[src/rtl/core/lru_keyed_handle_cache_core_defines.svh]
// ----------------------------------------------------------------------------
// Assertion macros for the keyed handle cache
// Concurrent assertion wrappers; they compile away when SYNTHESIS is defined.
// ----------------------------------------------------------------------------
`ifndef LRU_KEYED_HANDLE_CACHE_CORE_DEFINES_SVH
`define LRU_KEYED_HANDLE_CACHE_CORE_DEFINES_SVH

`ifndef SYNTHESIS
// Same-cycle implication.
`define LKHC_ASSERT_IMP(name, clk, rst, ante, cons) \
  name: assert property (@(posedge clk) disable iff (rst) (ante) |-> (cons)) \
    else $error("lkhc assertion failed");
// Next-cycle implication.
`define LKHC_ASSERT_NXT(name, clk, rst, ante, cons) \
  name: assert property (@(posedge clk) disable iff (rst) (ante) |=> (cons)) \
    else $error("lkhc assertion failed");
`else
`define LKHC_ASSERT_IMP(name, clk, rst, ante, cons)
`define LKHC_ASSERT_NXT(name, clk, rst, ante, cons)
`endif

`endif

[src/rtl/core/lkhc_pkg.sv]
// ----------------------------------------------------------------------------
// Keyed handle cache package
// Field widths, command codes, beat payload types and defaults.
// ----------------------------------------------------------------------------
package lkhc_pkg;

  localparam int CMD_W        = 2;
  localparam int KEY_W        = 64;
  localparam int REF_W        = 32;
  localparam int SLOT_FIELD_W = 3;

  localparam int SLOTS_DEF       = 8;
  localparam int KEY_BITS_DEF    = 64;
  localparam int HANDLE_BITS_DEF = 32;

  typedef enum logic [CMD_W-1:0] {
    CMD_LOOKUP = 2'd0,
    CMD_INSERT = 2'd1,
    CMD_CLEAR  = 2'd2
  } cmd_t;

  typedef struct packed {
    logic [CMD_W-1:0] cmd;
    logic [KEY_W-1:0] lookup_key;
    logic [REF_W-1:0] new_plan;
    logic [REF_W-1:0] new_spline;
    logic [REF_W-1:0] new_accel;
  } req_t;

  typedef struct packed {
    logic                    hit;
    logic                    displaced;
    logic [SLOT_FIELD_W-1:0] slot_used;
    logic [REF_W-1:0]        plan_ref;
    logic [REF_W-1:0]        spline_ref;
    logic [REF_W-1:0]        accel_ref;
  } rsp_t;

  // Decision of the directory for one request.
  typedef struct packed {
    logic                    hit;
    logic                    displaced;
    logic                    refs_ok;
    logic [SLOT_FIELD_W-1:0] slot_field;
  } pick_t;

endpackage

[src/rtl/core/lkhc_stream_if.sv]
// ----------------------------------------------------------------------------
// Keyed handle cache stream interface
// Valid/ready channel that carries one payload per beat.
// ----------------------------------------------------------------------------
interface lkhc_stream_if #(
  parameter type payload_t = logic
) ();

  logic     valid;
  logic     ready;
  payload_t payload;

  modport source (output valid, output payload, input ready);
  modport sink   (input valid, input payload, output ready);

endinterface

[src/rtl/core/lkhc_ram.sv]
// ----------------------------------------------------------------------------
// Generic RAM
// One write port and one read port with registered read data.
// ----------------------------------------------------------------------------
module lkhc_ram #(
  parameter int WIDTH = 8,
  parameter int DEPTH = 8
) (
  input  logic                     clk,
  input  logic                     we,
  input  logic [$clog2(DEPTH)-1:0] waddr,
  input  logic [WIDTH-1:0]         wdata,
  input  logic                     re,
  input  logic [$clog2(DEPTH)-1:0] raddr,
  output logic [WIDTH-1:0]         rdata
);

  logic [WIDTH-1:0] mem [DEPTH];

  // A read of the address being written returns the old contents.
  always_ff @(posedge clk) begin
    if (we) begin
      mem[waddr] <= wdata;
    end
    if (re) begin
      rdata <= mem[raddr];
    end
  end

endmodule

[src/rtl/core/lkhc_dir.sv]
// ----------------------------------------------------------------------------
// Keyed handle cache directory
// Slot valid bits, stored keys and recency ranks; picks the slot for a request.
// ----------------------------------------------------------------------------
`include "lru_keyed_handle_cache_core_defines.svh"

module lkhc_dir import lkhc_pkg::*; #(
  parameter int SLOTS    = SLOTS_DEF,
  parameter int KEY_BITS = KEY_BITS_DEF
) (
  input  logic                     clk,
  input  logic                     rst,
  input  logic                     adv,
  input  logic [CMD_W-1:0]         cmd,
  input  logic [KEY_BITS-1:0]      key,
  output pick_t                    pick,
  output logic [$clog2(SLOTS)-1:0] slot
);

  localparam int SLOT_W = $clog2(SLOTS);
  localparam int RANK_W = $clog2(SLOTS);
  localparam logic [RANK_W-1:0] RANK_LAST = RANK_W'(SLOTS - 1);

  logic [SLOTS-1:0]    valid;
  logic [KEY_BITS-1:0] keys [SLOTS];
  logic [RANK_W-1:0]   rank [SLOTS];
  logic [RANK_W-1:0]   rank_next [SLOTS];

  logic [SLOTS-1:0]  match;
  logic [SLOTS-1:0]  oldest;
  logic              any_hit;
  logic              any_free;
  logic [SLOT_W-1:0] hit_idx;
  logic [SLOT_W-1:0] free_idx;
  logic [SLOT_W-1:0] lru_idx;
  logic [SLOT_W-1:0] target;
  logic              was_valid;
  logic [RANK_W-1:0] rank_sel;
  logic [SLOT_W+SLOT_FIELD_W-1:0] slot_wide;

  always_comb begin
    hit_idx  = '0;
    free_idx = '0;
    lru_idx  = '0;
    // Descending scans, so the lowest-numbered candidate wins.
    for (int i = SLOTS - 1; i >= 0; i--) begin
      match[i]  = valid[i] && (keys[i] == key);
      oldest[i] = (rank[i] == RANK_LAST);
      if (match[i]) begin
        hit_idx = SLOT_W'(i);
      end
      if (!valid[i]) begin
        free_idx = SLOT_W'(i);
      end
      if (oldest[i]) begin
        lru_idx = SLOT_W'(i);
      end
    end
    any_hit  = |match;
    any_free = ~&valid;
    target   = any_free ? free_idx : lru_idx;
  end

  always_comb begin
    pick      = '0;
    slot      = target;
    was_valid = valid[target];
    unique case (cmd)
      CMD_LOOKUP: begin
        slot         = hit_idx;
        was_valid    = 1'b1;
        pick.hit     = any_hit;
        pick.refs_ok = any_hit;
      end
      CMD_INSERT: begin
        pick.displaced = !any_free;
        pick.refs_ok   = !any_free;
      end
      default: begin
      end
    endcase
    slot_wide = {{SLOT_FIELD_W{1'b0}}, slot};
    if ((cmd == CMD_INSERT) || pick.hit) begin
      pick.slot_field = slot_wide[SLOT_FIELD_W-1:0];
    end
  end

  // A slot moved to the front ages newer valid slots; all if it was free.
  always_comb begin
    rank_sel = rank[slot];
    for (int j = 0; j < SLOTS; j++) begin
      if (SLOT_W'(j) == slot) begin
        rank_next[j] = '0;
      end else if (valid[j] && (!was_valid || (rank[j] < rank_sel))) begin
        rank_next[j] = rank[j] + 1'b1;
      end else begin
        rank_next[j] = rank[j];
      end
    end
  end

  always_ff @(posedge clk) begin
    if (rst) begin
      valid <= '0;
      for (int j = 0; j < SLOTS; j++) begin
        rank[j] <= '0;
      end
    end else if (adv) begin
      unique case (cmd)
        CMD_LOOKUP: begin
          if (any_hit) begin
            rank <= rank_next;
          end
        end
        CMD_INSERT: begin
          rank        <= rank_next;
          valid[slot] <= 1'b1;
        end
        CMD_CLEAR: begin
          valid <= '0;
          for (int j = 0; j < SLOTS; j++) begin
            rank[j] <= '0;
          end
        end
        default: begin
        end
      endcase
    end
  end

  always_ff @(posedge clk) begin
    if (adv && (cmd == CMD_INSERT)) begin
      keys[slot] <= key;
    end
  end

  `LKHC_ASSERT_IMP(a_full_one_oldest, clk, rst, &valid, $onehot(oldest))
  `LKHC_ASSERT_NXT(a_clear_empties, clk, rst, adv && (cmd == CMD_CLEAR), valid == '0)
  `LKHC_ASSERT_NXT(a_insert_fills, clk, rst, adv && (cmd == CMD_INSERT), valid[$past(slot)])

endmodule

[src/rtl/core/lru_keyed_handle_cache_core.sv]
// ----------------------------------------------------------------------------
// Keyed handle cache core
// Fully associative cache with least-recently-used replacement; each slot
// holds a key and three handles.
// ----------------------------------------------------------------------------
//   Channel  Dir  Payload  Contents
//   req      in   req_t    cmd, lookup_key, new_plan, new_spline, new_accel
//   rsp      out  rsp_t    hit, displaced, slot_used, plan/spline/accel_ref
//
// One request per cycle while the result stream keeps taking beats; a request
// beat is taken into the input register, the key compare and rank update run
// on it, and the result register and the handle RAM read port capture when the
// result stage has room; the result beat is offered from those registers.
// Reset clears the valid bits and ranks at once; no clearing pass follows.
// A stalled result holds the pipeline while the input register takes one beat.
// ----------------------------------------------------------------------------
`include "lru_keyed_handle_cache_core_defines.svh"

module lru_keyed_handle_cache_core import lkhc_pkg::*; #(
  parameter int SLOTS       = SLOTS_DEF,
  parameter int KEY_BITS    = KEY_BITS_DEF,
  parameter int HANDLE_BITS = HANDLE_BITS_DEF
) (
  input logic         clk,
  input logic         rst,
  lkhc_stream_if.sink   req,
  lkhc_stream_if.source rsp
);

  localparam int SLOT_W  = $clog2(SLOTS);
  localparam int ENTRY_W = 3 * HANDLE_BITS;

  req_t  req_q;
  logic  v1;
  logic  v2;
  pick_t pick;
  pick_t pick_q;
  logic  adv;

  logic [SLOT_W-1:0]  slot;
  logic [ENTRY_W-1:0] wdata;
  logic [ENTRY_W-1:0] rdata;

  logic [HANDLE_BITS+REF_W-1:0] in_plan_w;
  logic [HANDLE_BITS+REF_W-1:0] in_spline_w;
  logic [HANDLE_BITS+REF_W-1:0] in_accel_w;
  logic [HANDLE_BITS+REF_W-1:0] out_plan_w;
  logic [HANDLE_BITS+REF_W-1:0] out_spline_w;
  logic [HANDLE_BITS+REF_W-1:0] out_accel_w;

  assign adv       = v1 && (!v2 || rsp.ready);
  assign req.ready = !v1 || adv;

  always_ff @(posedge clk) begin
    if (rst) begin
      v1 <= 1'b0;
      v2 <= 1'b0;
    end else begin
      if (req.ready) begin
        v1 <= req.valid;
      end
      if (!v2 || rsp.ready) begin
        v2 <= v1;
      end
    end
  end

  always_ff @(posedge clk) begin
    if (req.valid && req.ready) begin
      req_q <= req.payload;
    end
    if (adv) begin
      pick_q <= pick;
    end
  end

  lkhc_dir #(
    .SLOTS    (SLOTS),
    .KEY_BITS (KEY_BITS)
  ) u_dir (
    .clk  (clk),
    .rst  (rst),
    .adv  (adv),
    .cmd  (req_q.cmd),
    .key  (req_q.lookup_key[KEY_BITS-1:0]),
    .pick (pick),
    .slot (slot)
  );

  assign in_plan_w   = {{HANDLE_BITS{1'b0}}, req_q.new_plan};
  assign in_spline_w = {{HANDLE_BITS{1'b0}}, req_q.new_spline};
  assign in_accel_w  = {{HANDLE_BITS{1'b0}}, req_q.new_accel};
  assign wdata = {in_plan_w[HANDLE_BITS-1:0], in_spline_w[HANDLE_BITS-1:0],
                  in_accel_w[HANDLE_BITS-1:0]};

  // The insert reads the victim's old handles in the cycle it overwrites them.
  lkhc_ram #(
    .WIDTH (ENTRY_W),
    .DEPTH (SLOTS)
  ) u_handles (
    .clk   (clk),
    .we    (adv && (req_q.cmd == CMD_INSERT)),
    .waddr (slot),
    .wdata (wdata),
    .re    (adv),
    .raddr (slot),
    .rdata (rdata)
  );

  assign out_plan_w   = {{REF_W{1'b0}}, rdata[3*HANDLE_BITS-1:2*HANDLE_BITS]};
  assign out_spline_w = {{REF_W{1'b0}}, rdata[2*HANDLE_BITS-1:HANDLE_BITS]};
  assign out_accel_w  = {{REF_W{1'b0}}, rdata[HANDLE_BITS-1:0]};

  always_comb begin
    rsp.valid              = v2;
    rsp.payload.hit        = pick_q.hit;
    rsp.payload.displaced  = pick_q.displaced;
    rsp.payload.slot_used  = pick_q.slot_field;
    rsp.payload.plan_ref   = '0;
    rsp.payload.spline_ref = '0;
    rsp.payload.accel_ref  = '0;
    if (pick_q.refs_ok) begin
      rsp.payload.plan_ref   = out_plan_w[REF_W-1:0];
      rsp.payload.spline_ref = out_spline_w[REF_W-1:0];
      rsp.payload.accel_ref  = out_accel_w[REF_W-1:0];
    end
  end

  `LKHC_ASSERT_IMP(a_hit_not_displaced, clk, rst, v2, !(pick_q.hit && pick_q.displaced))
  `LKHC_ASSERT_IMP(a_full_take_moves, clk, rst, req.valid && req.ready && v1, adv)
  `LKHC_ASSERT_NXT(a_adv_fills_out, clk, rst, adv, v2)

endmodule

[src/flat_wrapper.sv]
// flat-port wrapper written by rule: the top's interface ports become plain ports
module lru_keyed_handle_cache_core_flat import lkhc_pkg::*;
#(
  parameter int SLOTS       = SLOTS_DEF,
  parameter int KEY_BITS    = KEY_BITS_DEF,
  parameter int HANDLE_BITS = HANDLE_BITS_DEF
)
  (clk, rst, req_valid, req_payload, req_ready, rsp_valid, rsp_payload, rsp_ready);
  lkhc_stream_if #(.payload_t(req_t)) req_i ();
  lkhc_stream_if #(.payload_t(rsp_t)) rsp_i ();
  input logic clk;
  input logic rst;
  input wire logic [$bits(req_i.valid)-1:0] req_valid;
  input wire logic [$bits(req_i.payload)-1:0] req_payload;
  output wire logic [$bits(req_i.ready)-1:0] req_ready;
  output wire logic [$bits(rsp_i.valid)-1:0] rsp_valid;
  output wire logic [$bits(rsp_i.payload)-1:0] rsp_payload;
  input wire logic [$bits(rsp_i.ready)-1:0] rsp_ready;
  assign req_i.valid = req_valid;
  assign req_i.payload = req_payload;
  assign req_ready = req_i.ready;
  assign rsp_valid = rsp_i.valid;
  assign rsp_payload = rsp_i.payload;
  assign rsp_i.ready = rsp_ready;
  lru_keyed_handle_cache_core #(.SLOTS(SLOTS), .KEY_BITS(KEY_BITS), .HANDLE_BITS(HANDLE_BITS)) u_core (.clk(clk), .rst(rst), .req(req_i), .rsp(rsp_i));
endmodule
[config.mk]
export PLATFORM = sky130hd
export DESIGN_NAME = lru_keyed_handle_cache_core_flat
export DESIGN_NICKNAME = d
export VERILOG_FILES = /design/src/rtl/core/lkhc_pkg.sv /design/src/rtl/core/lkhc_stream_if.sv /design/src/rtl/core/lkhc_ram.sv /design/src/rtl/core/lkhc_dir.sv /design/src/rtl/core/lru_keyed_handle_cache_core.sv /design/src/flat_wrapper.sv
export VERILOG_INCLUDE_DIRS = /design/src /design/src/rtl/core
export SDC_FILE = /design/constraint.sdc
export NUM_CORES = 2
export LEC_CHECK = 0
export ABC_AREA = 1
export BUFFER_PORTS_ARGS = -buffer_cell sky130_fd_sc_hd__buf_2
export CAP_MARGIN = 20
export CORE_MARGIN = 2
export CORE_UTILIZATION = 55
export CTS_CLUSTER_SIZE = 40
export DETAILED_ROUTE_END_ITERATION = 16
export PLACE_DENSITY = 0.72
export SLEW_MARGIN = 30
export SYNTH_ARGS = -nofsm -noshare
export SYNTH_HDL_FRONTEND = slang
export SYNTH_SLANG_ARGS = --single-unit
[constraint.sdc]
create_clock -name clk -period 16.5 [get_ports clk]
set_input_delay 3.3 -clock clk [delete_from_list [all_inputs] [get_ports clk]]
set_output_delay 3.3 -clock clk [all_outputs]
set_load 0.01 [all_outputs]
==> metrics.cfg <==
[critical_path]
cp_max_fo=3
r2r_slack_ns=9.67
required_ns=13.20
path_class=input pin to output port
end_kind=output port
endpoint=req_ready
r2r_start=u_core.req_q[105]
rr_worst_depth=20
setup.worst_path.start=rsp_ready
crit_path_start_kind=input pin
worstPathArrival_ns=3.70
r2r_end=u_core.u_handles.mem[5][18]

[logic_synthesis]
synth_cell_type_count=48
yosys_warnings=0
synthArstFlopShare_pct=0
synthesis.area_um2=63300
ys_seq_area_share_pct=74.3
ys_seq_elements=1578
synthCells=4942
synth_flop_cell=edfxtp_1
synth_edf_count=1544
synth.avg_cell_area_um2=12.8
synth_fp_nets=5136

[cts]
root_buffer=clkbuf_16
insertion_delay_ns=0.79
htree_levels=4
clk_pin_slew_worst_paths_ns=0.06
ctsHoldBuffers=0
cts_tree=built
cts.sinks=1578
post_cts_buffers=0
cts-resized-gates=0
numCtsBuffers=159
clockBufferDepth=3

[floorplan]
die_area_um2=118000
die_x_um=343
pin_count=269
core_area_um2=114000
placementRows=124
initial_core_util_pct=55.4
die_y_um=343

[timing]
fin_crit_ns=7.00
setup_viol=0
slew_headroom_pct=30.7
layout_setup_ws_ns=9.50
hold_ws_ns=0.513
fin_setup_tns_ns=0
maxSlewViolCount=0
finalCritPeriodShare_pct=42.4
clock_skew_ns=0.0429
finalHoldViolCount=0
rsz0062_at_grt=false
tightestPinTransition_ns=1.03
max_freq_mhz=143

[place]
dp_cells=6625
dpl.hpwl_um=111000
io_buffer_count=268
post-place-ws_ns=8.88
finalWeightedCongestion=1.00

[drt]
drc=0
drt-total-wl_um=180000
ant_nets=0
first_pass_iters=8
drt_iter0_drc=5665
viasPerCell=5.90
wl_per_cell_um=26.0
vias=40900

[hold_path]
min_path_cells=2
hp-class=flop to flop

[layout]
fin_nets=5470
drive_gt1_share_pct=13.1
stdcell_count=6921
area_delta_synth_final_pct=13.0

[global_route]
grt.overflow.total=0
antenna_found_initial=9
grt_pass1_wl_um=258000
grt_max_degree=138
grt_pass1_vias=39100
grt_usage_pct=30.3

[run_status]
outcome=finished, final reports clean

[power_and_ir_drop]
finalPower_mw=8.40
peakVddDrop_mv=0.106
powerDensity_nw_per_um2=117
p_leak_nw=26.2

[run]
max_cap_violations=0

-- critical path, cell delays in order --
cell,delay (ns)
buf_2,0.09
inv_1,0.06
nand3_1,0.09
buf_2,0.16
-- synthesized netlist by cell type, types with 27 or more instances --
library cell	count	area share [%]
a21oi_1	125	0.99
dfxtp_1	34	1.1
clkbuf_1	63	0.37
nand4_1	51	0.50
o22ai_1	85	0.84
a22o_1	98	1.4
ha_1	28	0.55
o21ai_0	158	1.2
a31oi_1	97	0.96
or2_2	46	0.45
inv_2	44	0.26
inv_1	321	1.9
nand2_1	1210	7.2
xor2_1	71	0.98
a211oi_1	102	1.2
nor2_1	373	2.2
nor3_1	30	0.24
o21ai_1	27	0.21
nand3_1	160	1.3
xnor2_1	58	0.80
edfxtp_1	1544	73
buf_2	92	0.73
-- routing by layer --
metal  track usage, %  vias to the layer above  share of wire [%]
met2             48.2                     2284                 47
met4             14.3                        6                5.0
li1                 -                    18200                  -
met3             5.18                      414                9.7
met5                0                        -              0.023
met1             41.2                    19900                 39
-- power breakdown --
part	switching (mW)	total (mW)	leakage [nW]	internal, mW
logic	0.280	0.385	9.42	0.105
registers	0.0507	4.51	14.3	4.46
clock network	1.55	3.51	2.43	1.96
-- layout by cell type, fill, tap and decap left out, drive strengths merged, types with 4 or more instances in the layout --
| master | synthesis | layout |
|---|---|---|
| or2 | 55 | 55 |
| xor2 | 71 | 71 |
| nand3b | 4 | 4 |
| clkinvlp | 0 | 5 |
| nand2 | 1228 | 1228 |
| nor3 | 30 | 30 |
| ha | 28 | 28 |
| bufinv | 0 | 10 |
| a22o | 98 | 98 |
| buf | 124 | 361 |
| a31oi | 97 | 97 |
| a221oi | 4 | 4 |
| a211oi | 102 | 102 |
| nor2 | 383 | 383 |
| edfxtp | 1544 | 1544 |
| o22ai | 85 | 85 |
| dfxtp | 34 | 34 |
| inv | 365 | 373 |
| xnor2 | 58 | 58 |
| diode | 0 | 4 |
| a21oi | 126 | 126 |
| clkbuf | 64 | 207 |
| o211ai | 4 | 4 |
| nand4 | 51 | 51 |
| nand3 | 164 | 164 |
| o21ai | 185 | 185 |
| nor4 | 17 | 17 |
| clkinv | 2 | 62 |
| a21boi | 9 | 9 |
-- registers in the layout, summed over array words and instances (netlist names) --
register                count
u_core.pick_q               1
u_core.req_q               66
u_core.v1                   1
u_core.in_spline_w         32
u_core.rsp.payload          5
u_core.u_handles.rdata     96
u_core.u_handles.mem      768
u_core.rsp.valid            1
u_core.u_dir.rank          24
u_core.in_accel_w          32
u_core.u_dir.keys         512
u_core.u_dir.valid          8
u_core.in_plan_w           32
-- cell type report --
| cell class | instances | area (µm²) |
|---|---|---|
| Clock inverter | 83 | 907 |
| Fill cell | 8420 | 42800 |
| Multi-Input combinational cell | 2809 | 14000 |
| Antenna cell | 4 | 10.0 |
| Sequential cell | 1578 | 47000 |
| Timing Repair Buffer | 361 | 2130 |
| Clock buffer | 207 | 4160 |
| Tap cell | 1512 | 1890 |
| Inverter | 367 | 1410 |
-- cells by family (layout without fill, tap and decap cells) --
| group | after synthesis | count (layout) | synth area share, % |
|---|---|---|---|
| simple gates | 1936 | 1936 | 12.6 |
| flops | 1578 | 1578 | 74.3 |
| compound gates | 716 | 716 | 7.13 |
| buf+inv | 555 | 1018 | 3.67 |
| xor+xnor | 129 | 129 | 1.78 |
| fa+ha+maj | 28 | 28 | 0.553 |
| other cells | 0 | 4 | 0 |
-- worst min-delay path by stage --
| stage | startpoint | to | slack [ns] |
|---|---|---|---|
| 6_report | u_core.rsp.valid | u_core.rsp.valid | 0.51 |
| 2_1_floorplan | u_core.u_dir.valid[3] | u_core.u_dir.valid[3] | 0.47 |
| 5_1_grt | u_core.rsp.valid | u_core.rsp.valid | 0.54 |
| 3_5_place_dp | u_core.rsp.valid | u_core.rsp.valid | 0.51 |
| 3_3_place_gp | u_core.req_q[126] | u_core.u_dir.keys[6][30] | 0.50 |
| 4_1_cts | u_core.rsp.valid | u_core.rsp.valid | 0.52 |
-- metrics by stage --
| step | instance area (µm²) | utilization (%) |
|---|---|---|
| floorplan | 63300 | - |
| global placement | 66400 | 58.1 |
| detailed placement | 66500 | 58.1 |
| CTS | 71500 | 62.5 |
| global route | 71600 | 62.6 |
| finish | 71600 | 62.6 |
Note: power is estimated with default switching activity, not from simulation.
